`src/design/dense_code_word_index_decoder_macros.svh`:
```
// ----------------------------------------------------------------------------
// Assertion macros for the dense-code word index decoder
// Overlapping and non-overlapping implication checks.
// ----------------------------------------------------------------------------
`ifndef DENSE_CODE_WORD_INDEX_DECODER_MACROS_SVH
`define DENSE_CODE_WORD_INDEX_DECODER_MACROS_SVH

`ifndef NO_ASSERTIONS

// same-cycle implication
`define DCWI_ASSERT_IMPLIES(label, clk, rst, ante, cons) \
   label: assert property (@(posedge clk) disable iff (rst) (ante) |-> (cons)) \
      else $error("decoder check failed");

// next-cycle implication
`define DCWI_ASSERT_NEXT(label, clk, rst, ante, cons) \
   label: assert property (@(posedge clk) disable iff (rst) (ante) |=> (cons)) \
      else $error("decoder check failed");

`else

`define DCWI_ASSERT_IMPLIES(label, clk, rst, ante, cons)
`define DCWI_ASSERT_NEXT(label, clk, rst, ante, cons)

`endif

`endif

```
`src/design/dcwi_pkg.sv`:
```
// ----------------------------------------------------------------------------
// dcwi_pkg
// Constants, status codes and the level offset table of the dense-code
// word index decoder.
// ----------------------------------------------------------------------------
package dcwi_pkg;

   localparam int INDEX_BITS_DEFAULT = 20;

   localparam int DIGIT_BITS      = 4;
   localparam int POS_BITS        = 2;
   localparam int COUNT_BITS      = 3;
   localparam int STATUS_BITS     = 2;
   localparam int DICT_SIZE_BITS  = 21;
   // 9^6 - 1 fits in 20 bits
   localparam int ACC_BITS        = 20;
   localparam int OFFSET_BITS     = 19;
   // largest index is (9^6 - 1) * 7 + 6 + 465010, below 2^23
   localparam int SUM_BITS        = 23;

   localparam logic [DIGIT_BITS-1:0]     STOP_LIMIT = 4'd7;
   localparam logic [COUNT_BITS-1:0]     MAX_CONT   = 3'd6;
   localparam logic [POS_BITS-1:0]       LAST_POS   = 2'd3;
   localparam logic [DICT_SIZE_BITS-1:0] DICT_SIZE_RESET = 21'h10_0000;

   localparam logic [STATUS_BITS-1:0] STATUS_OK       = 2'd0;
   localparam logic [STATUS_BITS-1:0] STATUS_RANGE    = 2'd1;
   localparam logic [STATUS_BITS-1:0] STATUS_OVERFLOW = 2'd2;

   // first index of each continuation level: 7 * (9^k - 1) / 8
   function automatic logic [OFFSET_BITS-1:0] level_offset(input logic [COUNT_BITS-1:0] count);
      logic [OFFSET_BITS-1:0] offset;
      unique case (count)
         3'd0:    offset = 19'd0;
         3'd1:    offset = 19'd7;
         3'd2:    offset = 19'd70;
         3'd3:    offset = 19'd637;
         3'd4:    offset = 19'd5740;
         3'd5:    offset = 19'd51667;
         3'd6:    offset = 19'd465010;
         default: offset = 19'd0;
      endcase
      return offset;
   endfunction

endpackage

```
`src/design/dense_code_word_index_decoder.sv`:
```
// ----------------------------------------------------------------------------
// dense_code_word_index_decoder
// Serial dense-code decoder: one message bit per transfer in, at most one
// decoded dictionary index per word out.
// ----------------------------------------------------------------------------
// The block takes one message bit per clock cycle, every cycle, as long as
// the result register is free or being read in the same cycle; a result
// appears in the result register in the cycle after the bit that causes it.
// The rate is set by the single pass through the digit logic, one
// shift-and-add of the base-9 accumulator or one index sum and range compare,
// between the decoder state and the result register. Results come on the
// separator bit of a word, on an error, and always on the end-of-message bit,
// after which the decoder starts a new message. The user must write dictionary_size
// through csr_write_enable only while the block is idle; the block does not enforce it.
`include "dense_code_word_index_decoder_macros.svh"

module dense_code_word_index_decoder #(
   parameter int INDEX_BITS = dcwi_pkg::INDEX_BITS_DEFAULT
) (
   input  logic                                 clock,
   input  logic                                 reset,

   input  logic                                 csr_write_enable,
   input  logic [dcwi_pkg::DICT_SIZE_BITS-1:0]  csr_write_data,

   input  logic                                 req_valid,
   output logic                                 req_ready,
   input  logic                                 req_code_bit,
   input  logic                                 req_end_of_message,

   output logic                                 rsp_valid,
   input  logic                                 rsp_ready,
   output logic                                 rsp_word_valid,
   output logic [INDEX_BITS-1:0]                rsp_word_index,
   output logic                                 rsp_space_after,
   output logic [dcwi_pkg::STATUS_BITS-1:0]     rsp_status,
   output logic                                 rsp_message_done
);

   localparam int WIDE_BITS = (INDEX_BITS > dcwi_pkg::SUM_BITS) ?
                              INDEX_BITS : dcwi_pkg::SUM_BITS;

   // decoder state
   logic [dcwi_pkg::DICT_SIZE_BITS-1:0] dict_size_ff;
   logic [dcwi_pkg::DIGIT_BITS-1:0]     digit_shift_ff, digit_shift_in;
   logic [dcwi_pkg::POS_BITS-1:0]       bit_pos_ff, bit_pos_in;
   logic [dcwi_pkg::ACC_BITS-1:0]       cont_acc_ff, cont_acc_in;
   logic [dcwi_pkg::COUNT_BITS-1:0]     cont_count_ff, cont_count_in;
   logic                                await_sep_ff, await_sep_in;
   logic [INDEX_BITS-1:0]               pending_ff, pending_in;
   logic [dcwi_pkg::STATUS_BITS-1:0]    halted_ff, halted_in;

   // result register
   logic                                rsp_valid_ff, rsp_valid_in;
   logic                                word_valid_ff, word_valid_in;
   logic [INDEX_BITS-1:0]               word_index_ff, word_index_in;
   logic                                space_after_ff, space_after_in;
   logic [dcwi_pkg::STATUS_BITS-1:0]    status_ff, status_in;
   logic                                done_ff, done_in;

   logic                                accept;
   logic                                emit;
   logic [dcwi_pkg::DIGIT_BITS-1:0]     digit;
   logic [dcwi_pkg::SUM_BITS-1:0]       acc_times7;
   logic [dcwi_pkg::SUM_BITS-1:0]       index_sum;
   logic [WIDE_BITS-1:0]                index_wide;
   logic                                out_of_range;

   assign req_ready = !rsp_valid_ff || rsp_ready;
   assign accept    = req_valid && req_ready;

   assign digit = {digit_shift_ff[dcwi_pkg::DIGIT_BITS-2:0], req_code_bit};

   // index = acc * 7 + stopper + level offset
   assign acc_times7 = {cont_acc_ff, 3'b000} - dcwi_pkg::SUM_BITS'(cont_acc_ff);
   assign index_sum  = acc_times7 + dcwi_pkg::SUM_BITS'(digit) +
                       dcwi_pkg::SUM_BITS'(dcwi_pkg::level_offset(cont_count_ff));
   assign index_wide = WIDE_BITS'(index_sum);

   // limit is the smaller of the dictionary size and 2^INDEX_BITS
   assign out_of_range = (index_wide >= WIDE_BITS'(dict_size_ff)) ||
                         ((index_wide >> INDEX_BITS) != '0);

   always_comb begin
      digit_shift_in = digit_shift_ff;
      bit_pos_in     = bit_pos_ff;
      cont_acc_in    = cont_acc_ff;
      cont_count_in  = cont_count_ff;
      await_sep_in   = await_sep_ff;
      pending_in     = pending_ff;
      halted_in      = halted_ff;
      emit           = 1'b0;
      word_valid_in  = 1'b0;
      word_index_in  = '0;
      space_after_in = 1'b0;

      if (halted_ff == dcwi_pkg::STATUS_OK) begin
         if (await_sep_ff) begin
            emit           = 1'b1;
            word_valid_in  = 1'b1;
            word_index_in  = pending_ff;
            space_after_in = req_code_bit;
            await_sep_in   = 1'b0;
            pending_in     = '0;
         end else if (bit_pos_ff != dcwi_pkg::LAST_POS) begin
            digit_shift_in = digit;
            bit_pos_in     = bit_pos_ff + 1'b1;
         end else begin
            digit_shift_in = '0;
            bit_pos_in     = '0;
            if (digit >= dcwi_pkg::STOP_LIMIT) begin
               if (cont_count_ff >= dcwi_pkg::MAX_CONT) begin
                  halted_in = dcwi_pkg::STATUS_OVERFLOW;
                  emit      = 1'b1;
               end else begin
                  // base-9 step: acc * 9 + (digit - 7)
                  cont_acc_in   = {cont_acc_ff[dcwi_pkg::ACC_BITS-4:0], 3'b000} + cont_acc_ff +
                                  dcwi_pkg::ACC_BITS'(digit - dcwi_pkg::STOP_LIMIT);
                  cont_count_in = cont_count_ff + 1'b1;
               end
            end else begin
               cont_acc_in   = '0;
               cont_count_in = '0;
               if (out_of_range) begin
                  halted_in = dcwi_pkg::STATUS_RANGE;
                  emit      = 1'b1;
               end else if (req_end_of_message) begin
                  // message ends on the stopper: no separator bit
                  emit          = 1'b1;
                  word_valid_in = 1'b1;
                  word_index_in = index_wide[INDEX_BITS-1:0];
               end else begin
                  pending_in   = index_wide[INDEX_BITS-1:0];
                  await_sep_in = 1'b1;
               end
            end
         end
      end

      status_in = halted_in;
      done_in   = req_end_of_message;

      if (req_end_of_message) begin
         emit           = 1'b1;
         digit_shift_in = '0;
         bit_pos_in     = '0;
         cont_acc_in    = '0;
         cont_count_in  = '0;
         await_sep_in   = 1'b0;
         pending_in     = '0;
         halted_in      = dcwi_pkg::STATUS_OK;
      end
   end

   always_comb begin
      rsp_valid_in = rsp_valid_ff;
      if (accept) begin
         rsp_valid_in = emit;
      end else if (rsp_ready) begin
         rsp_valid_in = 1'b0;
      end
   end

   always_ff @(posedge clock) begin
      if (reset) begin
         dict_size_ff   <= dcwi_pkg::DICT_SIZE_RESET;
         digit_shift_ff <= '0;
         bit_pos_ff     <= '0;
         cont_acc_ff    <= '0;
         cont_count_ff  <= '0;
         await_sep_ff   <= 1'b0;
         pending_ff     <= '0;
         halted_ff      <= dcwi_pkg::STATUS_OK;
         rsp_valid_ff   <= 1'b0;
      end else begin
         if (csr_write_enable) begin
            dict_size_ff <= csr_write_data;
         end
         if (accept) begin
            digit_shift_ff <= digit_shift_in;
            bit_pos_ff     <= bit_pos_in;
            cont_acc_ff    <= cont_acc_in;
            cont_count_ff  <= cont_count_in;
            await_sep_ff   <= await_sep_in;
            pending_ff     <= pending_in;
            halted_ff      <= halted_in;
         end
         rsp_valid_ff <= rsp_valid_in;
      end
   end

   always_ff @(posedge clock) begin
      if (accept && emit) begin
         word_valid_ff  <= word_valid_in;
         word_index_ff  <= word_index_in;
         space_after_ff <= space_after_in;
         status_ff      <= status_in;
         done_ff        <= done_in;
      end
   end

   assign rsp_valid        = rsp_valid_ff;
   assign rsp_word_valid   = word_valid_ff;
   assign rsp_word_index   = word_index_ff;
   assign rsp_space_after  = space_after_ff;
   assign rsp_status       = status_ff;
   assign rsp_message_done = done_ff;

   // a decoded word never carries an error code
   `DCWI_ASSERT_IMPLIES(a_word_ok, clock, reset, rsp_valid_ff && word_valid_ff, status_ff == dcwi_pkg::STATUS_OK)

   // no word means no index and no space
   `DCWI_ASSERT_IMPLIES(a_empty_clean, clock, reset, rsp_valid_ff && !word_valid_ff, word_index_ff == '0 && !space_after_ff)

   // a halted decoder holds no pending word
   `DCWI_ASSERT_IMPLIES(a_halt_no_pending, clock, reset, halted_ff != dcwi_pkg::STATUS_OK, !await_sep_ff)

   // continuation count never passes the deepest level
   `DCWI_ASSERT_IMPLIES(a_count_range, clock, reset, 1'b1, cont_count_ff <= dcwi_pkg::MAX_CONT)

   // end of message always yields a result and clears the decoder
   `DCWI_ASSERT_NEXT(a_eom_clear, clock, reset, accept && req_end_of_message, rsp_valid_ff && done_ff && bit_pos_ff == '0 && cont_count_ff == '0 && halted_ff == dcwi_pkg::STATUS_OK)

endmodule
```
`config.mk`:
```
export PLATFORM = sky130hd
export DESIGN_NAME = dense_code_word_index_decoder
export DESIGN_NICKNAME = d
export VERILOG_FILES = /design/src/design/dcwi_pkg.sv /design/src/design/dense_code_word_index_decoder.sv
export VERILOG_INCLUDE_DIRS = /design/src /design/src/design
export SDC_FILE = /design/constraint.sdc
export NUM_CORES = 1
export LEC_CHECK = 0
export ABC_CLOCK_PERIOD_IN_PS = 8330
export BUFFER_PORTS_ARGS = -buffer_cell sky130_fd_sc_hd__buf_2
export CORE_MARGIN = 10
export CORE_UTILIZATION = 34
export CTS_BUF_LIST = sky130_fd_sc_hd__clkbuf_2 sky130_fd_sc_hd__clkbuf_4 sky130_fd_sc_hd__clkbuf_8
export CTS_CLUSTER_SIZE = 16
export DETAILED_ROUTE_END_ITERATION = 7
export GPL_ROUTABILITY_DRIVEN = 1
export GPL_TIMING_DRIVEN = 0
export HOLD_SLACK_MARGIN = 0.12
export PLACE_DENSITY_LB_ADDON = 0.25
export SYNTH_ARGS = -nofsm -noshare
export SYNTH_HDL_FRONTEND = slang
export SYNTH_SLANG_ARGS = --single-unit
```
`constraint.sdc`:
```
create_clock -name clock -period 8.33 [get_ports clock]
set_input_delay 1.666 -clock clock [delete_from_list [all_inputs] [get_ports clock]]
set_output_delay 1.666 -clock clock [all_outputs]
set_load 0.02 [all_outputs]
```
# [Word-level counts from Yosys, hierarchy flattened]
# Index checks and enable logic that the tools add are counted.
[totals] elab_cells=111 ff_bits=98
[classes] magnitude_cmp=3 add_sub_neg=8 eq_ne=13 reduce_logical=14 muxes=59
[ops] op="20-bit two-way mux" n=17
[ops] op="19-bit case mux with 6 select lines" n=1
[ops] op="20-bit adder" n=2
[ops] op="3-bit two-way mux" n=10
[ops] op="23-bit by 19-bit adder with 23-bit output" n=1
[ops] op="23-bit by 4-bit adder with 23-bit output" n=1
[ops] op="23-bit by 21-bit greater-or-equal comparator with 1-bit output" n=1
[ops] op="23-bit nonzero test" n=1
[ops] op="23-bit by 20-bit subtractor with 23-bit output" n=1
[ops] op="2-bit two-way mux" n=11
[ops] op="1-bit two-way mux" n=20
[ops] op="3-bit != test, second input constant" n=4
[ops] op="5-bit AND reduction" n=2
[ops] op="3-bit equality test, second input constant" n=3
[ops] op="3-bit by 2-bit equality test with 1-bit output, second input constant" n=2
[ops] op="2-bit != test, second input constant" n=3
[ops] op="4-bit by 3-bit subtractor with 5-bit output, second input constant" n=1
[ops] op="4-bit by 3-bit greater-or-equal comparator with 1-bit output, second input constant" n=1
[ops] op="2-bit AND reduction" n=2
[ops] op="2-bit nonzero test" n=2
[ops] op="3-bit by 1-bit adder with 3-bit output, second input constant" n=1
[ops] op="3-bit by 1-bit equality test with 1-bit output, second input constant" n=1
[ops] op="3-bit greater-or-equal comparator, second input constant" n=1
[ops] op="3-bit AND reduction" n=1
[ops] op="other kinds (5)" n=7

# [Logic depth before layout (Yosys ltp)]
# Gate-level depths: netlist of the first run.
[logic_depth] ltp_word=12 depth_mapped=27

# [Least setup slack after synthesis of the first run]
# OpenSTA, ideal clock, no wires.
[synth_path] path_kind="input -> register" startpoint="input req_code_bit" endpoint="register done_ff (netlist: rsp_message_done) (enable)" setup_slack_ns=1.541 t_arrival_ns=6.374 required_ns=7.915 stages=22 cell_sequence="inv_1 > ha_1 > inv_1 > ha_1 > ha_1 > fa_1 > a211oi_1 > o21ai_0 > o2111ai_1 > nand2_1 > a21oi_1 > o21bai_1 > xnor2_1 > inv_1 > ha_1 > nand2_1 > nor4_1 > a21oi_1 > inv_1 > a2111o_1 > o21ai_0 > a21oi_1"
[synth_between] elab_chain_len=11
[synth_rtl] item="from (decl)" line_no="dense_code_word_index_decoder.sv:28" rtl="input logic req_code_bit,"
[synth_rtl] item="23-bit by 4-bit adder with 23-bit output" line_no="dense_code_word_index_decoder.sv:76" rtl="assign index_sum = acc_times7 + dcwi_pkg::SUM_BITS'(digit) +"
[synth_rtl] item="23-bit by 19-bit adder with 23-bit output" line_no="dense_code_word_index_decoder.sv:76"
[synth_rtl] item="23-bit by 21-bit greater-or-equal comparator with 1-bit output or 23-bit nonzero test (tied branches)" line_no="dense_code_word_index_decoder.sv:81, dense_code_word_index_decoder.sv:82"
[synth_rtl] item="1-bit logical OR" line_no="dense_code_word_index_decoder.sv:81" rtl="assign out_of_range = (index_wide >= WIDE_BITS'(dict_size_ff)) ||"
[synth_rtl] item="1-bit two-way mux" line_no="dense_code_word_index_decoder.sv:124" rtl="if (out_of_range) begin"
[synth_rtl] item="1-bit two-way mux *" line_no="dense_code_word_index_decoder.sv:111" rtl="if (digit >= dcwi_pkg::STOP_LIMIT) begin"
[synth_rtl] item="1-bit two-way mux *" line_no="dense_code_word_index_decoder.sv:105" rtl="end else if (bit_pos_ff != dcwi_pkg::LAST_POS) begin"
[synth_rtl] item="1-bit two-way mux *" line_no="dense_code_word_index_decoder.sv:98" rtl="if (await_sep_ff) begin"
[synth_rtl] item="1-bit two-way mux *" line_no="dense_code_word_index_decoder.sv:97" rtl="if (halted_ff == dcwi_pkg::STATUS_OK) begin"
[synth_rtl] item="1-bit two-way mux *" line_no="dense_code_word_index_decoder.sv:143" rtl="if (req_end_of_message) begin"
[synth_rtl] item="1-bit logical AND *" line_no="dense_code_word_index_decoder.sv:193" rtl="if (accept && emit) begin"
[synth_rtl] item="to (signal assigned)" line_no="dense_code_word_index_decoder.sv:198" rtl="done_ff <= done_in;"
[synth_rtl] item="to (decl)" line_no="dense_code_word_index_decoder.sv:59" rtl="logic done_ff, done_in;"
# Every way passes the cells marked *; elsewhere a longest branch is shown, timed or not.
# A chain may end at the register's enable or synchronous reset.

# [Worst setup path in the final report of the first run]
[layout_path] startpoint="register cont_count_ff[1] in the netlist's numbering" endpoint="register word_index_ff[12] (netlist: rsp_word_index[12]) (enable)"
[layout_between] elab_chain_len=12
[layout_rtl] item="from (decl)" line_no="dense_code_word_index_decoder.sv:48" rtl="logic [dcwi_pkg::COUNT_BITS-1:0] cont_count_ff, cont_count_in;"
[layout_rtl] item="from (signal assigned)" line_no="dense_code_word_index_decoder.sv:183" rtl="cont_count_ff <= cont_count_in;"
[layout_rtl] item="3-bit equality test, or another cell as far along" line_no="dcwi_pkg.sv:33" rtl="unique case (count)"
[layout_rtl] item="19-bit case mux with 6 select lines" line_no="dcwi_pkg.sv:33"
[layout_rtl] item="23-bit by 19-bit adder with 23-bit output" line_no="dense_code_word_index_decoder.sv:76"
[layout_rtl] item="23-bit by 21-bit greater-or-equal comparator with 1-bit output or 23-bit nonzero test (tied branches)" line_no="dense_code_word_index_decoder.sv:81, dense_code_word_index_decoder.sv:82"
[layout_rtl] item="1-bit logical OR" line_no="dense_code_word_index_decoder.sv:81"
[layout_rtl] item="1-bit two-way mux" line_no="dense_code_word_index_decoder.sv:124"
[layout_rtl] item="1-bit two-way mux *" line_no="dense_code_word_index_decoder.sv:111"
[layout_rtl] item="1-bit two-way mux *" line_no="dense_code_word_index_decoder.sv:105"
[layout_rtl] item="1-bit two-way mux *" line_no="dense_code_word_index_decoder.sv:98"
[layout_rtl] item="1-bit two-way mux *" line_no="dense_code_word_index_decoder.sv:97"
[layout_rtl] item="1-bit two-way mux *" line_no="dense_code_word_index_decoder.sv:143"
[layout_rtl] item="1-bit logical AND *" line_no="dense_code_word_index_decoder.sv:193"
[layout_rtl] item="to (signal assigned)" line_no="dense_code_word_index_decoder.sv:195" rtl="word_index_ff <= word_index_in;"
[layout_rtl] item="to (decl)" line_no="dense_code_word_index_decoder.sv:56" rtl="logic [INDEX_BITS-1:0] word_index_ff, word_index_in;"
# Marked as above.

==> results of run 1 <==
[stage by stage]
step                util, %  TNS [ps]  instance area, µm²
CTS                    38.6         0                8490
detailed placement     37.7         0                8280
global route           38.6         0                8490
finish                 38.6         0                8490
global placement       37.6     -5780                8250
floorplan                 -         0                7640
[area by class of cell]
| cell class | instances | share of cell area, % |
|---|---|---|
| inverter | 91 | 4.02 |
| clock buffer | 10 | 1.55 |
| buffer | 32 | 1.47 |
| tap | 280 | 4.13 |
| timing repair buffer | 53 | 3.24 |
| multi-input combinational | 622 | 58.7 |
| sequential | 98 | 26.1 |
| clock inverter | 6 | 0.855 |
[worst max-delay path: cells and delay by family (launching register included)]
family                   cells  cell delay, ps
flip-flops                   1             450
adder cells (fa/ha/maj)      5            1490
AND/OR/NAND/NOR              5             830
AO/OA/AOI/OAI               12            3740
buffers and inverters        3             260
[state kept, by name, indices dropped and copies added, names as in the netlist]
name	cells
rsp_message_done	1
bit_pos_ff	2
cont_acc_ff	20
rsp_status	2
dict_size_ff	21
halted_ff	2
rsp_valid	1
digit_shift_ff	3
cont_count_ff	3
pending_ff	20
rsp_word_index	20
rsp_word_valid	1
rsp_space_after	1
await_sep_ff	1
[power groups by stage]
stage	clock (mW)	sequential, mW	combinational [mW]
floorplan	0	0.518	0.128
global route	0.359	0.504	0.212
global placement	0	0.513	0.189
detailed placement	0	0.513	0.191
finish	0.336	0.502	0.192
CTS	0.342	0.502	0.192
[Yosys cell counts (6+ instances only)]
library cell	n	share of area [%]
xnor2_1	23	2.6
ha_1	93	15
nand3_1	13	0.85
nor2b_1	6	0.49
a22oi_1	11	1.1
a21oi_1	68	4.5
mux2i_1	23	3.0
nand2b_1	7	0.57
nor2_1	74	3.6
nand4_1	26	2.1
a21o_1	14	1.4
clkbuf_1	27	1.3
o21a_1	13	1.3
fa_1	36	9.4
nand2_1	40	2.0
edfxtp_1	25	9.8
inv_1	91	4.5
nor3_1	9	0.59
dfxtp_1	73	19
nor4_1	6	0.49
a211oi_1	7	0.69
a22o_1	20	2.3
o21ai_0	34	2.2
xor2_1	11	1.3
o211ai_1	27	2.7
[worst min path at each step]
stage / startpoint / endpoint / slack [ps] / cells past startpoint
3_3_place_gp: cont_acc_ff[19] / cont_acc_ff[19] / 440 / 2
4_1_cts: pending_ff[19] / pending_ff[19] / 470 / 2
3_5_place_dp: pending_ff[19] / pending_ff[19] / 460 / 2
2_1_floorplan: cont_acc_ff[19] / cont_acc_ff[19] / 430 / 2
6_report: cont_acc_ff[19] / cont_acc_ff[19] / 470 / 2
5_1_grt: cont_acc_ff[19] / cont_acc_ff[19] / 500 / 2
[routing by layer]
layer	part of all wire (%)	vias to the layer above
met3	3.8	21
met5	0	-
met2	46	100
li1	-	3168
met1	48	2888
met4	2.4	0
[kinds of logic after synthesis]
group,count (synthesis),share of synthesized area (%)
muxes,23,3.01
AOI/OAI and AO/OA,230,20.3
buffers and inverters,123,6.11
and+or+nand+nor,206,13.0
DFF,98,28.9
adders and majority gates,129,24.7
xor gates and xnor gates,34,3.90
==> results by group, run 1 <==
Yosys
  – Synth async-reset ratio: 0%
  – Distinct cells, synth: 60
  – Avg Cell Area, Syn: 9.07 µm²
  – Dominant synthesized flop cell: dfxtp_1
  – Cells after Synth: roughly 840
  – Sequential area share after synthesis: 28.9%
  – Mapped cell area: 0.00764 mm²
  – Synth Warn #: 0
  – #FFs+latches synth: 98
  – Post-synth EDFFs: 25
  – Synthesized Nets: 1000

Global routing
  – First-pass GRT wire length: roughly 32000 µm
  – GR peak layer: met2
  – Met1 Resource Use GR: 17.3%
  – Largest net degree at the start of global routing: 26
  – Vias in the first global route: 6110
  – Global routing usage on met3: 1.94%
  – Gr ovfl total: 0
  – Initial antenna violation count: 0
  – Total track usage: 13.4%
  – Met2 Usage GRT: 22.1%

Timing
  – FMAX: 139 MHz
  – Tcrit/Tclk final: 86.4%
  – Fin Clk Skew: 19.2 ps
  – Slew margin rel.: between 30% and 40%
  – Fin worst setup slack: around 1100 ps
  – Hold Vio Cnt, Final: 0
  – Fin crit period: 7190 ps
  – RSZ-0062 raised after global routing: no
  – # setup viols final: 0
  – Worst hold slack: roughly 470 ps
  – Final Max Slew Viols: 0
  – Least-Margin Pin Slew: approximately 940 ps

Floorplanning
  – Area of the core: around 0.022 mm²
  – Die Wd: 170 µm
  – Die Y: 170 µm
  – DIE AREA: roughly 0.029 mm²
  – Initial Utilization: between 30% and 40%
  – Io pins: 55
  – Core Rows: 54

Drt
  – Final antenna-violating net count: 0
  – Iter 0 DRT Violations: ~370
  – DR WL/cell: 16.2 µm
  – Via/cell ratio: 5.18
  – Pre-antenna DRT Iters: 4
  – Routed vias: 6177
  – Final WL: around 19000 µm
  – DRC: 0

Clock network
  – Clock Tree Buf Depth: 2
  – Post_cts resized: 0
  – Worst-skew pair later-pin latency: 400 ps
  – TritonCTS buffer count: 9
  – Sink Count: 98
  – Worst-path clk slew: 100 ps
  – Setup bufs post-CTS: 0
  – CTS root buf: clkbuf_8
  – CTS Hold Bufs: 0
  – CTS tree: yes
  – CTS H-tree lvls: 3

Layout
  – Most common cell after layout, fill and taps aside: ha_1
  – Layout fillers: 2235
  – ANT cells: 0
  – P&R area growth vs syn: 11.1%
  – Sequential cell area: 0.00221 mm²
  – Fin cells: 1192
  – Layout cells sized above 1: a little under a tenth
  – Most frequent cells in the layout: ha_1 (93), inv_1 (91), nor2_1 (74)
  – Nets: 1064
  – Area of the multi-input gates: around 0.005 mm²

Setup path
  – Crit. Startpoint: cont_count_ff[1]
  – Critical Path Source Type: register
  – CP max-delay cell: a21oi_4
  – Req. time, crit path: approximately 8300 ps
  – CP Capture Point: rsp_word_index[12]
  – Data arrival time of the worst path: 7210 ps
  – Reg2reg path depth: 25
  – CP max FO: 25
  – Worst R2R End: rsp_word_index[12]
  – Worst reg2reg setup slack: 1140 ps
  – R2R Path Start: cont_count_ff[1]
  – Critical Path Max Stage Delay: 740 ps
  – WS Path Type: reg -> reg
  – Worst setup EP type: register

Placement
  – Dpl ws: 926 ps
  – GPL Wtd Cong: 0.818
  – Buffers on Ports: 52
  – Detailed Place HPWL: 15400 µm
  – Dpl cells: about 1200

Power and ir drop
  – Leak: between 3 and 4 nW
  – Tot Pwr: 1.03 mW
  – Internal: slightly above 0.7 mW
  – Clock share of power: between 30% and 40%
  – Max VDD drop: 0.0000831 V
  – P_sw: 0.320 mW
  – Power Density: 121 mW/mm²
  – Sw frac: 31.0%
  – Logic pwr share: 18.6%
  – Sequential power share: between 40% and 50%

Min path
  – HP Class: reg -> reg

Run status
  – Outcome: finished clean

Job
  – Max-capacitance violation count: 0
(Power assumes the default switching activity.)
==> run 2: changes to the inputs <==
- CORE_MARGIN: 10 -> 2
==> results by group, run 2 (synthesized netlist as in run 1, its figures left out) <==
Drt
  – Final WL: 18800 µm (-2.5%)
  – DRC: 0 (unchanged)
  – Via/cell ratio: 5.15 (-0.62%)
  – Final antenna-violating net count: 0 (unchanged)
  – Pre-antenna DRT Iters: 4 (unchanged)
  – Iter 0 DRT Violations: 406 (+9.1%)
  – DR WL/cell: 15.8 µm (-2.5%)
  – Routed vias: 6139 (-0.62%)

Timing
  – RSZ-0062 raised after global routing: no
  – Slew margin rel.: 38.6% (+1.3 points)
  – Tcrit/Tclk final: 86.6% (+0.22 points)
  – Final Max Slew Viols: 0 (unchanged)
  – # setup viols final: 0 (unchanged)
  – FMAX: 139 MHz (-0.25%)
  – Hold Vio Cnt, Final: 0 (unchanged)
  – Fin Clk Skew: 12.1 ps (-7.11 ps)
  – Least-Margin Pin Slew: 918 ps (-19.2 ps)
  – Fin crit period: 7210 ps (+18.4 ps)

Run status
  – Outcome: finished clean

Layout
  – Cell area after layout: 0.00848 mm² (about the same)
  – Layout fillers: 2207 (-1.3%)
  – Nets: 1064 (unchanged)
  – Most common cell after layout, fill and taps aside: ha_1
  – Max FFs per register: 21 (unchanged)
  – Layout cells sized above 1: 9.10% (unchanged)
  – Sequential cell area: 0.00221 mm² (unchanged)
  – Area of the multi-input gates: 0.00498 mm² (unchanged)
  – Most frequent cells in the layout: ha_1 (93), inv_1 (91), nor2_1 (74)
  – ANT cells: 0 (unchanged)
  – Fin cells: 1192 (unchanged)
  – P&R area growth vs syn: 11.0% (about the same)
  – Biggest register: dict_size_ff

Global routing
  – Largest net degree at the start of global routing: 26 (unchanged)
  – Vias in the first global route: 6337 (+3.7%)
  – First-pass GRT wire length: 31700 µm (+0.33%)
  – Initial antenna violation count: 0 (unchanged)
  – Total track usage: 16.5% (+3.1 points)
  – Gr ovfl total: 0 (unchanged)

Clock network
  – CTS tree: yes
  – Post_cts resized: 0 (unchanged)
  – Worst-path clk slew: 100 ps (about the same)
  – Setup bufs post-CTS: 0 (unchanged)
  – CTS Hold Bufs: 0 (unchanged)
  – CTS H-tree lvls: 3 (unchanged)
  – Clock Tree Buf Depth: 2 (unchanged)
  – TritonCTS buffer count: 9 (unchanged)
  – CTS root buf: clkbuf_8
  – Worst-skew pair later-pin latency: 390 ps (about the same)
  – Sink Count: 98 (unchanged)

Setup path
  – Data arrival time of the worst path: 7220 ps (about the same)
  – Worst setup EP type: register
  – WS Path Type: reg -> reg
  – Req. time, crit path: 8340 ps (about the same)
  – Critical Path Source Type: register
  – CP max FO: 25 (unchanged)

Placement
  – Detailed Place HPWL: 15000 µm (-2.2%)
  – Area post-placement: 0.00828 mm² (unchanged)
  – Buffers on Ports: 52 (unchanged)
  – Dpl cells: 1176 (unchanged)
  – GPL Wtd Cong: 0.803 (-1.8%)

Min path
  – HP Class: reg -> reg

Floorplanning
  – Area of the core: 0.0220 mm² (unchanged)
  – Core Rows: 54 (unchanged)
  – Initial Utilization: 34.8% (unchanged)
  – Io pins: 55 (unchanged)
  – Die Wd: 154 µm (-9.4%)
  – Die Y: 154 µm (-9.4%)
  – DIE AREA: 0.0237 mm² (-18%)

Power and ir drop
  – Power Density: 121 mW/mm² (-0.75%)
  – Leak: 3.59 nW (about the same)
  – Tot Pwr: 1.02 mW (-0.81%)
  – Max VDD drop: 0.0000671 V (-19%)

Job
  – Max-capacitance violation count: 0 (unchanged)
[run 2: final timing paths]
check	cells after the start	start	slack (ps)	end
setup / recovery	25	cont_count_ff[1]	1120	rsp_word_index[12]
hold / removal	2	pending_ff[19]	470	pending_ff[19]
setup reg to reg	25	cont_count_ff[1]	1120	rsp_word_index[12]
hold reg to reg	2	pending_ff[19]	470	pending_ff[19]
[run 2: metrics by stage]
step | worst slack, ps | setup TNS, ps | utilization (%) | hold slack [ps]
after floorplan | 1540 | 0 | - | 425
after global placement | -255 | -6250 | 37.6 | 442
after detailed placement | 970 | 0 | 37.7 | 453
after CTS | 1140 | 0 | 38.6 | 470
after global routing | 431 | 0 | 38.6 | 491
final | 1120 | 0 | 38.6 | 471
[run 2: area by class of cell]
| class | count | area share, % |
|---|---|---|
| flip-flops and latches | 98 | 26.1 |
| plain buffers | 32 | 1.48 |
| clock buffers | 9 | 1.46 |
| multi-input cells | 622 | 58.7 |
| clock inverters | 7 | 0.885 |
| inverters | 91 | 4.03 |
| well taps | 280 | 4.13 |
| repair buffers | 53 | 3.25 |
[run 2: power by group]
group	switching, mW	internal (mW)	leakage (nW)
Combinational	0.126	0.0667	2.65
Sequential	0.00488	0.498	0.839
Clock	0.185	0.142	0.104
[run 2: worst max-delay path: stages (launching register included)]
cell	delay, ps
dfxtp_1	440
inv_1	90
ha_1	200
and2_1	200
nor2_1	210
inv_1	110
a21oi_1	170
fa_1	190
inv_1	50
fa_1	440
ha_1	390
o211ai_1	140
o211ai_1	500
a31oi_1	150
o21ai_0	360
a21oi_1	120
o311ai_0	600
ha_1	280
nand4_1	100
nor2_1	170
o21ai_0	130
a31o_2	250
nand4_1	160
a2111o_1	360
o21ai_0	250
a21oi_4	770
[run 2: layer usage]
metal | wire [µm] | vias up | track usage, %
met5 | 0 | - | 0
met4 | 442 | 0 | 5.92
met3 | 481 | 23 | 1.75
met2 | 8800 | 110 | 28.4
met1 | 9090 | 2829 | 21.5
li1 | - | 3177 | -
==> run 3: changes to the inputs <==
- CORE_UTILIZATION: 34 -> 30
==> results by group, run 3 (synthesized netlist as in run 1, its figures left out) <==
Run status
  – Outcome: finished clean

Clock network
  – Setup bufs post-CTS: 0 (unchanged)
  – CTS H-tree lvls: 3 (unchanged)
  – CTS Hold Bufs: 0 (unchanged)
  – Worst-path clk slew: 110 ps (about the same)
  – Sink Count: 98 (unchanged)
  – CTS root buf: clkbuf_8
  – Post_cts resized: 0 (unchanged)
  – Worst-skew pair later-pin latency: 390 ps (about the same)
  – CTS tree: yes
  – Clock Tree Buf Depth: 2 (unchanged)
  – TritonCTS buffer count: 9 (unchanged)

Global routing
  – First-pass GRT wire length: 31900 µm (+0.44%)
  – Gr ovfl total: 0 (unchanged)
  – Vias in the first global route: 6213 (-2.0%)
  – Initial antenna violation count: 0 (unchanged)
  – Total track usage: 15.0% (-1.5 points)
  – Largest net degree at the start of global routing: 26 (unchanged)

Timing
  – RSZ-0062 raised after global routing: no
  – Least-Margin Pin Slew: 945 ps (+26.9 ps)
  – Final Max Slew Viols: 0 (unchanged)
  – Hold Vio Cnt, Final: 0 (unchanged)
  – Fin Clk Skew: 19.8 ps (+7.77 ps)
  – Fin crit period: 7080 ps (-128 ps)
  – Worst hold slack: 468 ps (-3.00 ps)
  – FMAX: 141 MHz (+1.8%)
  – # setup viols final: 0 (unchanged)
  – Tcrit/Tclk final: 85.0% (-1.5 points)
  – Slew margin rel.: 36.8% (-1.8 points)

Drt
  – Iter 0 DRT Violations: 341 (-16%)
  – Final antenna-violating net count: 0 (unchanged)
  – Via/cell ratio: 4.94 (-4.2%)
  – Final WL: 19300 µm (+2.7%)
  – Pre-antenna DRT Iters: 6 (+2)
  – Routed vias: 6130 (-0.15%)
  – DRC: 0 (unchanged)
  – DR WL/cell: 15.6 µm (-1.5%)

Setup path
  – CP max FO: 25 (unchanged)
  – Req. time, crit path: 8330 ps (about the same)
  – WS Path Type: reg -> reg
  – Data arrival time of the worst path: 7090 ps (-130 ps)
  – Worst setup EP type: register
  – Critical Path Source Type: register

Floorplanning
  – Die Y: 164 µm (+6.3%)
  – Die Wd: 164 µm (+6.3%)
  – Core Rows: 58 (+7.4%)
  – Initial Utilization: 30.4% (-4.4 points)
  – Io pins: 55 (unchanged)
  – DIE AREA: 0.0268 mm² (+13%)
  – Area of the core: 0.0251 mm² (+14%)

Placement
  – Detailed Place HPWL: 15400 µm (+2.6%)
  – Buffers on Ports: 52 (unchanged)
  – Area post-placement: 0.00835 mm² (+0.76%)
  – GPL Wtd Cong: 0.796 (-0.86%)

Layout
  – Most frequent cells in the layout: ha_1 (93), inv_1 (91), nor2_1 (74)
  – Max FFs per register: 21 (unchanged)
  – ANT cells: 0 (unchanged)
  – Nets: 1064 (unchanged)
  – Post-layout util: 34.2% (-4.5 points)
  – Cell area after layout: 0.00858 mm² (+1.2%)
  – Most common cell after layout, fill and taps aside: ha_1
  – P&R area growth vs syn: 12.3%
  – Biggest register: dict_size_ff
  – Layout cells sized above 1: 9.10% (unchanged)
  – Layout fillers: 2683 (+22%)

Min path
  – HP Class: reg -> reg

Job
  – Max-capacitance violation count: 0 (unchanged)

Power and ir drop
  – Max VDD drop: 0.0000877 V (+31%)
  – Leak: 3.60 nW (+0.31%)
  – Power Density: 124 mW/mm² (+2.6%)
[run 3: routing by layer]
layer | vias to the layer above | GRT usage, % | part of all wire [%]
li1 | 3156 | - | -
met1 | 2860 | 19.7 | 47
met2 | 99 | 25.7 | 47
met3 | 15 | 2.03 | 3.9
met4 | 0 | 3.87 | 1.3
met5 | - | 0 | 0
[run 3: stage by stage]
step	std cells	TNS (ps)	setup WS [ps]	power, mW
6_report	1242	0	1250	1.06
5_1_grt	1242	0	629	1.12
4_1_cts	1242	0	1160	1.07
3_5_place_dp	1226	0	891	0.705
3_3_place_gp	1225	-5020	-205	0.705
2_1_floorplan	843	0	1540	0.646
[run 3: power breakdown]
group          internal [mW]  switching (mW)
clock network          0.176           0.192
logic                 0.0666           0.124
registers              0.498         0.00508
total                  0.740           0.321
[run 3: worst max-delay path: stages, from the launching register on]
cell	delay (ps)
dfxtp_1	440
inv_1	90
ha_1	190
and2_1	190
nor2_1	210
inv_1	110
a21oi_1	190
fa_1	200
inv_1	50
fa_1	450
ha_1	390
o211ai_1	130
o211ai_1	470
a31oi_1	150
o21ai_0	340
a21oi_1	120
o311ai_0	580
ha_1	270
nand4_1	90
nor2_1	180
o21ai_0	120
a31o_2	240
nand4_1	150
a2111o_1	340
o21ai_0	250
a21oi_4	750
[run 3: layout make-up]
| class | instances | area [µm²] | area share [%] |
|---|---|---|---|
| repair buffers | 53 | 275 | 3.21 |
| well taps | 330 | 413 | 4.81 |
| plain buffers | 32 | 125 | 1.46 |
| flip-flops and latches | 98 | 2210 | 25.8 |
| clock inverters | 7 | 110 | 1.28 |
| multi-input cells | 622 | 4980 | 58.0 |
| inverters | 91 | 342 | 3.98 |
| clock buffers | 9 | 124 | 1.44 |
[run 3: worst paths after layout]
kind / to / slack (ps) / cells after the start / from
worst max-delay path: rsp_word_index[12] / 1250 / 25 / cont_count_ff[1]
worst min-delay path: cont_acc_ff[19] / 470 / 2 / cont_acc_ff[19]
worst max register to register: rsp_word_index[12] / 1250 / 25 / cont_count_ff[1]
worst min register to register: cont_acc_ff[19] / 470 / 2 / cont_acc_ff[19]
